`config.mk`:
```
export PLATFORM = sky130hd
export DESIGN_NAME = lrgd_ctrl
export DESIGN_NICKNAME = d
export VERILOG_FILES = /design/src/sv/lrgd_pkg.sv /design/src/sv/lrgd_ctrl.sv
export SDC_FILE = /design/constraint.sdc
export NUM_CORES = 1
export LEC_CHECK = 0
export BUFFER_PORTS_ARGS = -buffer_cell sky130_fd_sc_hd__buf_4
export CORE_MARGIN = 10
export CORE_UTILIZATION = 46
export DETAILED_ROUTE_END_ITERATION = 12
export GPL_TIMING_DRIVEN = 1
export PLACE_DENSITY = 0.7
export SETUP_SLACK_MARGIN = 0.2
export SYNTH_ARGS = -nofsm -noshare
export SYNTH_HDL_FRONTEND = slang
export SYNTH_SLANG_ARGS = --single-unit
export TNS_END_PERCENT = 10
```
`constraint.sdc`:
```
create_clock -name clk -period 2.49 [get_ports clk]
set_clock_uncertainty 0.2 [all_clocks]
set_input_delay 0.1245 -clock clk [delete_from_list [all_inputs] [get_ports clk]]
set_output_delay 0.1245 -clock clk [all_outputs]
set_load 0.01 [all_outputs]
```
`src/sv/lrgd_pkg.sv`:
```
// Shared types and constants for the logistic regression trainer.
// Holds controller states, command and status structs and saturation helpers.
// Depends on nothing.
package lrgd_pkg;

    localparam int                   AccW     = 48;
    localparam int                   WgtW     = 32;
    localparam int                   LrW      = 24;
    localparam int                   ZW       = 42;
    localparam int                   ProdW    = 58;
    localparam logic [LrW-1:0]       LR_RESET = 24'd33554;

    typedef enum logic [14:0] {
        S_IDLE     = 15'h0001,
        S_MUL_A    = 15'h0002,
        S_MUL_B    = 15'h0004,
        S_ZSUM     = 15'h0008,
        S_INDEX    = 15'h0010,
        S_ROM      = 15'h0020,
        S_ERR      = 15'h0040,
        S_ACC_A    = 15'h0080,
        S_ACC_B    = 15'h0100,
        S_DIV_INIT = 15'h0200,
        S_DIV      = 15'h0400,
        S_MUL_LO   = 15'h0800,
        S_MUL_HI   = 15'h1000,
        S_APPLY    = 15'h2000,
        S_FINISH   = 15'h4000
    } state_t;

    typedef enum logic [2:0] {
        MS_WA,
        MS_WB,
        MS_EA,
        MS_EB,
        MS_LO,
        MS_HI
    } mul_sel_t;

    typedef struct packed {
        logic     load_in;
        logic     mul_en;
        mul_sel_t mul_sel;
        logic     z_init;
        logic     z_add;
        logic     idx_en;
        logic     rom_en;
        logic     err_en;
        logic     acc_a;
        logic     acc_b;
        logic     div_start;
        logic     lo_en;
        logic     apply;
        logic     clear;
        logic     out_load;
        logic [1:0] wsel;
    } cmd_t;

    typedef struct packed {
        logic train;
        logic batch_end;
        logic div_busy;
        logic out_busy;
    } status_t;

    function automatic logic signed [AccW-1:0] sat_acc(input logic signed [AccW:0] v);
        logic signed [AccW-1:0] r;
        if (v[AccW] != v[AccW-1])
        begin
            r = v[AccW] ? {1'b1, {(AccW-1){1'b0}}} : {1'b0, {(AccW-1){1'b1}}};
        end
        else
        begin
            r = v[AccW-1:0];
        end
        return r;
    endfunction

    function automatic logic signed [WgtW-1:0] sat_wgt(input logic signed [73:0] v);
        logic signed [WgtW-1:0] r;
        if (v > 74'sd2147483647)
        begin
            r = {1'b0, {(WgtW-1){1'b1}}};
        end
        else if (v < -74'sd2147483648)
        begin
            r = {1'b1, {(WgtW-1){1'b0}}};
        end
        else
        begin
            r = v[WgtW-1:0];
        end
        return r;
    endfunction

endpackage

```
`src/sv/lrgd_ctrl.sv`:
```
// Sequencing state machine for the trainer.
// Issues datapath commands from lrgd_pkg types and reacts to status flags.
module lrgd_ctrl
    import lrgd_pkg::*;
(
    input  logic    clk,
    input  logic    rst_n,
    input  logic    in_valid,
    output logic    ready,
    input  status_t status,
    output cmd_t    cmd
);

    state_t     state_reg, state_next;
    logic [1:0] wsel_reg, wsel_next;

    always_comb
    begin
        state_next = state_reg;
        wsel_next  = wsel_reg;
        cmd        = '0;
        cmd.wsel   = wsel_reg;
        ready      = 1'b0;
        unique case (state_reg)
            S_IDLE:
            begin
                ready = 1'b1;
                if (in_valid)
                begin
                    cmd.load_in = 1'b1;
                    state_next  = S_MUL_A;
                end
            end
            S_MUL_A:
            begin
                cmd.mul_en  = 1'b1;
                cmd.mul_sel = MS_WA;
                state_next  = S_MUL_B;
            end
            S_MUL_B:
            begin
                cmd.mul_en  = 1'b1;
                cmd.mul_sel = MS_WB;
                cmd.z_init  = 1'b1;
                state_next  = S_ZSUM;
            end
            S_ZSUM:
            begin
                cmd.z_add  = 1'b1;
                state_next = S_INDEX;
            end
            S_INDEX:
            begin
                cmd.idx_en = 1'b1;
                state_next = S_ROM;
            end
            S_ROM:
            begin
                cmd.rom_en = 1'b1;
                state_next = S_ERR;
            end
            S_ERR:
            begin
                if (status.train)
                begin
                    cmd.err_en  = 1'b1;
                    cmd.mul_en  = 1'b1;
                    cmd.mul_sel = MS_EA;
                    state_next  = S_ACC_A;
                end
                else
                begin
                    state_next = S_FINISH;
                end
            end
            S_ACC_A:
            begin
                cmd.acc_a   = 1'b1;
                cmd.mul_en  = 1'b1;
                cmd.mul_sel = MS_EB;
                state_next  = S_ACC_B;
            end
            S_ACC_B:
            begin
                cmd.acc_b = 1'b1;
                wsel_next = 2'd0;
                state_next = status.batch_end ? S_DIV_INIT : S_FINISH;
            end
            S_DIV_INIT:
            begin
                cmd.div_start = 1'b1;
                state_next    = S_DIV;
            end
            S_DIV:
            begin
                if (!status.div_busy)
                begin
                    state_next = S_MUL_LO;
                end
            end
            S_MUL_LO:
            begin
                cmd.mul_en  = 1'b1;
                cmd.mul_sel = MS_LO;
                state_next  = S_MUL_HI;
            end
            S_MUL_HI:
            begin
                cmd.lo_en   = 1'b1;
                cmd.mul_en  = 1'b1;
                cmd.mul_sel = MS_HI;
                state_next  = S_APPLY;
            end
            S_APPLY:
            begin
                cmd.apply = 1'b1;
                if (wsel_reg == 2'd2)
                begin
                    cmd.clear  = 1'b1;
                    state_next = S_FINISH;
                end
                else
                begin
                    wsel_next  = wsel_reg + 2'd1;
                    state_next = S_DIV_INIT;
                end
            end
            S_FINISH:
            begin
                if (!status.out_busy)
                begin
                    cmd.out_load = 1'b1;
                    state_next   = S_IDLE;
                end
            end
            default:
            begin
                state_next = S_IDLE;
            end
        endcase
    end

    always_ff @(posedge clk or negedge rst_n)
    begin
        if (!rst_n)
        begin
            state_reg <= S_IDLE;
            wsel_reg  <= 2'd0;
        end
        else
        begin
            state_reg <= state_next;
            wsel_reg  <= wsel_next;
        end
    end

endmodule

```
==> out/results.txt <==
Outcome -> complete, but fails checks
Failing checks -> setup timing
Vias in the first global route -> 1059
Met1 Usage GRT -> 0.181
Post-layout worst setup margin -> -0.0539 ns
Synth Net Count -> 120
Power, Total -> 0.00100 W
Wire length per cell -> 16.8 um
Starting Density -> 0.474
Worst EP required -> 2.17 ns
Via-per-instance ratio -> 5.67
Initial antenna violation count -> 0
Startpoint types -> flip-flop
Unrepaired setup endpoints after global routing -> true
Critical path class -> flip-flop to output pin
CTS tree -> yes
Final ANT Viol Nets -> 0
Synth cell types -> 36
Maximum VDD drop -> 0.458 mV
Port Buffer Count -> 26
Die Y -> 67.3 um
Worst rel slew slack -> 0.731
GR Layer Usage met3 -> 0.0364
Cells after synthesis -> 112
CTS root buffer -> clkbuf_4
Clock Latency Late Sink -> 0.29 ns
Die width -> 67.3 um
Area grow syn2layout -> 67.3%
Crit path from -> state_reg[4]
Final min period -> 2.54 ns
CTS HTree Levels -> 1
Die footprint -> 4530 um2
Drt first pass iters -> 4
Critical path arrival -> 2.22 ns
DRC Markers -> 0
Max Clk Rate -> 393 MHz
RR Endpoint -> wsel_reg[1]
Fillers -> 143
Non-filler cells, final -> 189
Hold Crit Class -> input pin to asynchronous set/reset pin
#FFs+latches synth -> 17
Layout cells sized above 1 -> 0.559
Post-DP HPWL -> 2.07 mm
Max Slew Vio Count -> 0
GRT overflow -> 0
Core area -> 2170 um2
Seq/Total Area, Yosys -> 0.415
Fin nets -> 170
Antenna fix cells -> 0
M2 GR Usage -> 0.242
Worst R2R Start -> state_reg[4]
Placed Instances -> 168
Final Hold Fails -> 0
Max FFs per register -> 15
Final Util -> 0.793
Max-Cap Viols -> 0
Busiest grt layer -> met2
Clk slew on worst S/H paths -> 0.10 ns
Largest net degree at the start of global routing -> 18
GRT Util Overall -> 0.146
Syn Area/Cell -> 9.18 um2
Final setup violation count -> 2
Via count -> 1072
Crit path capture -> cmd[2]
Static leakage -> 0.813 nW
Crit-path max FO -> 4
Cell Rows -> 17
Synth warnings -> 0
CTS Buf Count -> 3
Reg-to-reg slack, setup -> 0.07 ns
Max clock buf depth -> 2
Ports -> 27
Pwr dens -> 582 nW/um2
R2r worst-path depth -> 5
Clock sink total -> 17
Global-route wire length before repair -> 5.21 mm
First-iteration detailed-routing DRC count -> 85
Crit. End Element -> output pin
Mapped Area -> 1030 um2
Global placer's final weighted congestion -> 0.835
Worst-Margin Slew -> 0.400 ns
Routed WL -> 3.17 mm
Final period util -> 1.02
-- layer usage --
metal,vias up,part of all wire
met3,5,0.055
met4,0,0.011
met1,524,0.44
met2,28,0.49
li1,515,-
met5,-,0
-- stage by stage --
step	setup TNS, ns	instance area, um2	hold WS, ns	setup slack, ns
floorplan	0	1060	-0.371	0.129
global placement	0	1310	-0.199	0.104
detailed placement	0	1310	-0.194	0.0848
CTS	-0.0733	1700	0.0237	-0.0388
global route	-0.428	1720	0.0394	-0.108
finish	-0.0951	1720	0.0181	-0.0539
-- cells by family after synthesis --
logic type | Yosys count | share of synthesized area
AO/OA/AOI/OAI | 13 | 0.0803
XOR/XNOR | 3 | 0.0256
adder cells (fa/ha/maj) | 1 | 0.0122
buffers and inverters | 13 | 0.0560
flip-flops | 17 | 0.415
AND/OR/NAND/NOR | 65 | 0.411
-- final cells by class --
cell class	instances	area [um2]	share of cell area
Tap cell	28	35.0	0.0204
Timing Repair Buffer	51	445	0.259
Clock buffer	3	22.5	0.0131
Multi-Input combinational cell	82	759	0.441
Clock inverter	1	5.00	0.00291
Inverter	7	26.3	0.0153
Sequential cell	17	427	0.248
-- cells in the mapped netlist --
| master | n | area share |
|---|---|---|
| a2111oi_0 | 1 | 0.0085 |
| a21o_1 | 1 | 0.0073 |
| a21oi_1 | 2 | 0.0097 |
| a311oi_1 | 1 | 0.0085 |
| and2_1 | 4 | 0.024 |
| and3_1 | 2 | 0.012 |
| buf_2 | 1 | 0.0049 |
| buf_6 | 1 | 0.011 |
| clkbuf_1 | 4 | 0.015 |
| dfrtp_1 | 16 | 0.39 |
| dfstp_2 | 1 | 0.026 |
| ha_1 | 1 | 0.012 |
| inv_1 | 7 | 0.026 |
| nand2_1 | 7 | 0.026 |
| nand2b_1 | 2 | 0.012 |
| nand3_1 | 3 | 0.015 |
| nand3b_1 | 1 | 0.0073 |
| nand4b_1 | 1 | 0.0085 |
| nor2_1 | 5 | 0.018 |
| nor2b_1 | 3 | 0.018 |
| nor3_1 | 4 | 0.019 |
| nor3b_1 | 5 | 0.037 |
| nor4_1 | 12 | 0.073 |
| nor4b_1 | 2 | 0.017 |
| o2111ai_1 | 1 | 0.0085 |
| o211ai_1 | 1 | 0.0073 |
| o21ai_0 | 3 | 0.015 |
| o21ai_1 | 2 | 0.0097 |
| o22ai_1 | 1 | 0.0061 |
| or3_1 | 3 | 0.018 |
| or3b_4 | 1 | 0.011 |
| or4_1 | 2 | 0.015 |
| or4_4 | 2 | 0.022 |
| or4b_2 | 6 | 0.058 |
| xnor2_1 | 1 | 0.0085 |
| xor2_1 | 2 | 0.017 |
-- where the power goes --
| group | switching (W) | internal, W |
|---|---|---|
| clock | 0.0000912 | 0.0000598 |
| sequential | 0.0000224 | 0.000305 |
| combinational | 0.000253 | 0.000269 |
-- cells in the final DEF (no fill, tap or decap), types with 4 or more instances in the layout --
master	Yosys	layout
nor4_1	12	6
dlygate4sd3_1	0	5
dfrtp_1	16	16
nand2_1	7	4
inv_1	7	5
or4b_4	0	4
buf_6	1	8
buf_4	0	36
nor4_4	0	4
or4_4	2	4
-- worst min path at each step --
stage	end	cells after the start	from	slack [ns]
floorplan	state_reg[10]	0	rst_n	-0.37
global placement	state_reg[14]	1	rst_n	-0.20
detailed placement	state_reg[13]	1	rst_n	-0.19
CTS	state_reg[13]	2	rst_n	0.02
global route	state_reg[3]	2	rst_n	0.04
finish	state_reg[14]	2	rst_n	0.02
-- repair_timing --
item / in CTS / in global routing
hold buffers: 5 / 0
hold endpoints to repair: 24 / 0
buffers inserted: 11 / 1
pin swaps: 15 / 5
resized for setup: 50 / 4
gates cloned: 0 / 0
setup endpoints to repair: 21 / 22
-- critical path, stage by stage (launching register included) --
cell,delay [ns]
dfrtp_1,0.42
or4_4,0.54
or4_4,0.58
nor4b_2,0.23
buf_4,0.16
No activity file was read; power rests on OpenSTA's default activity.
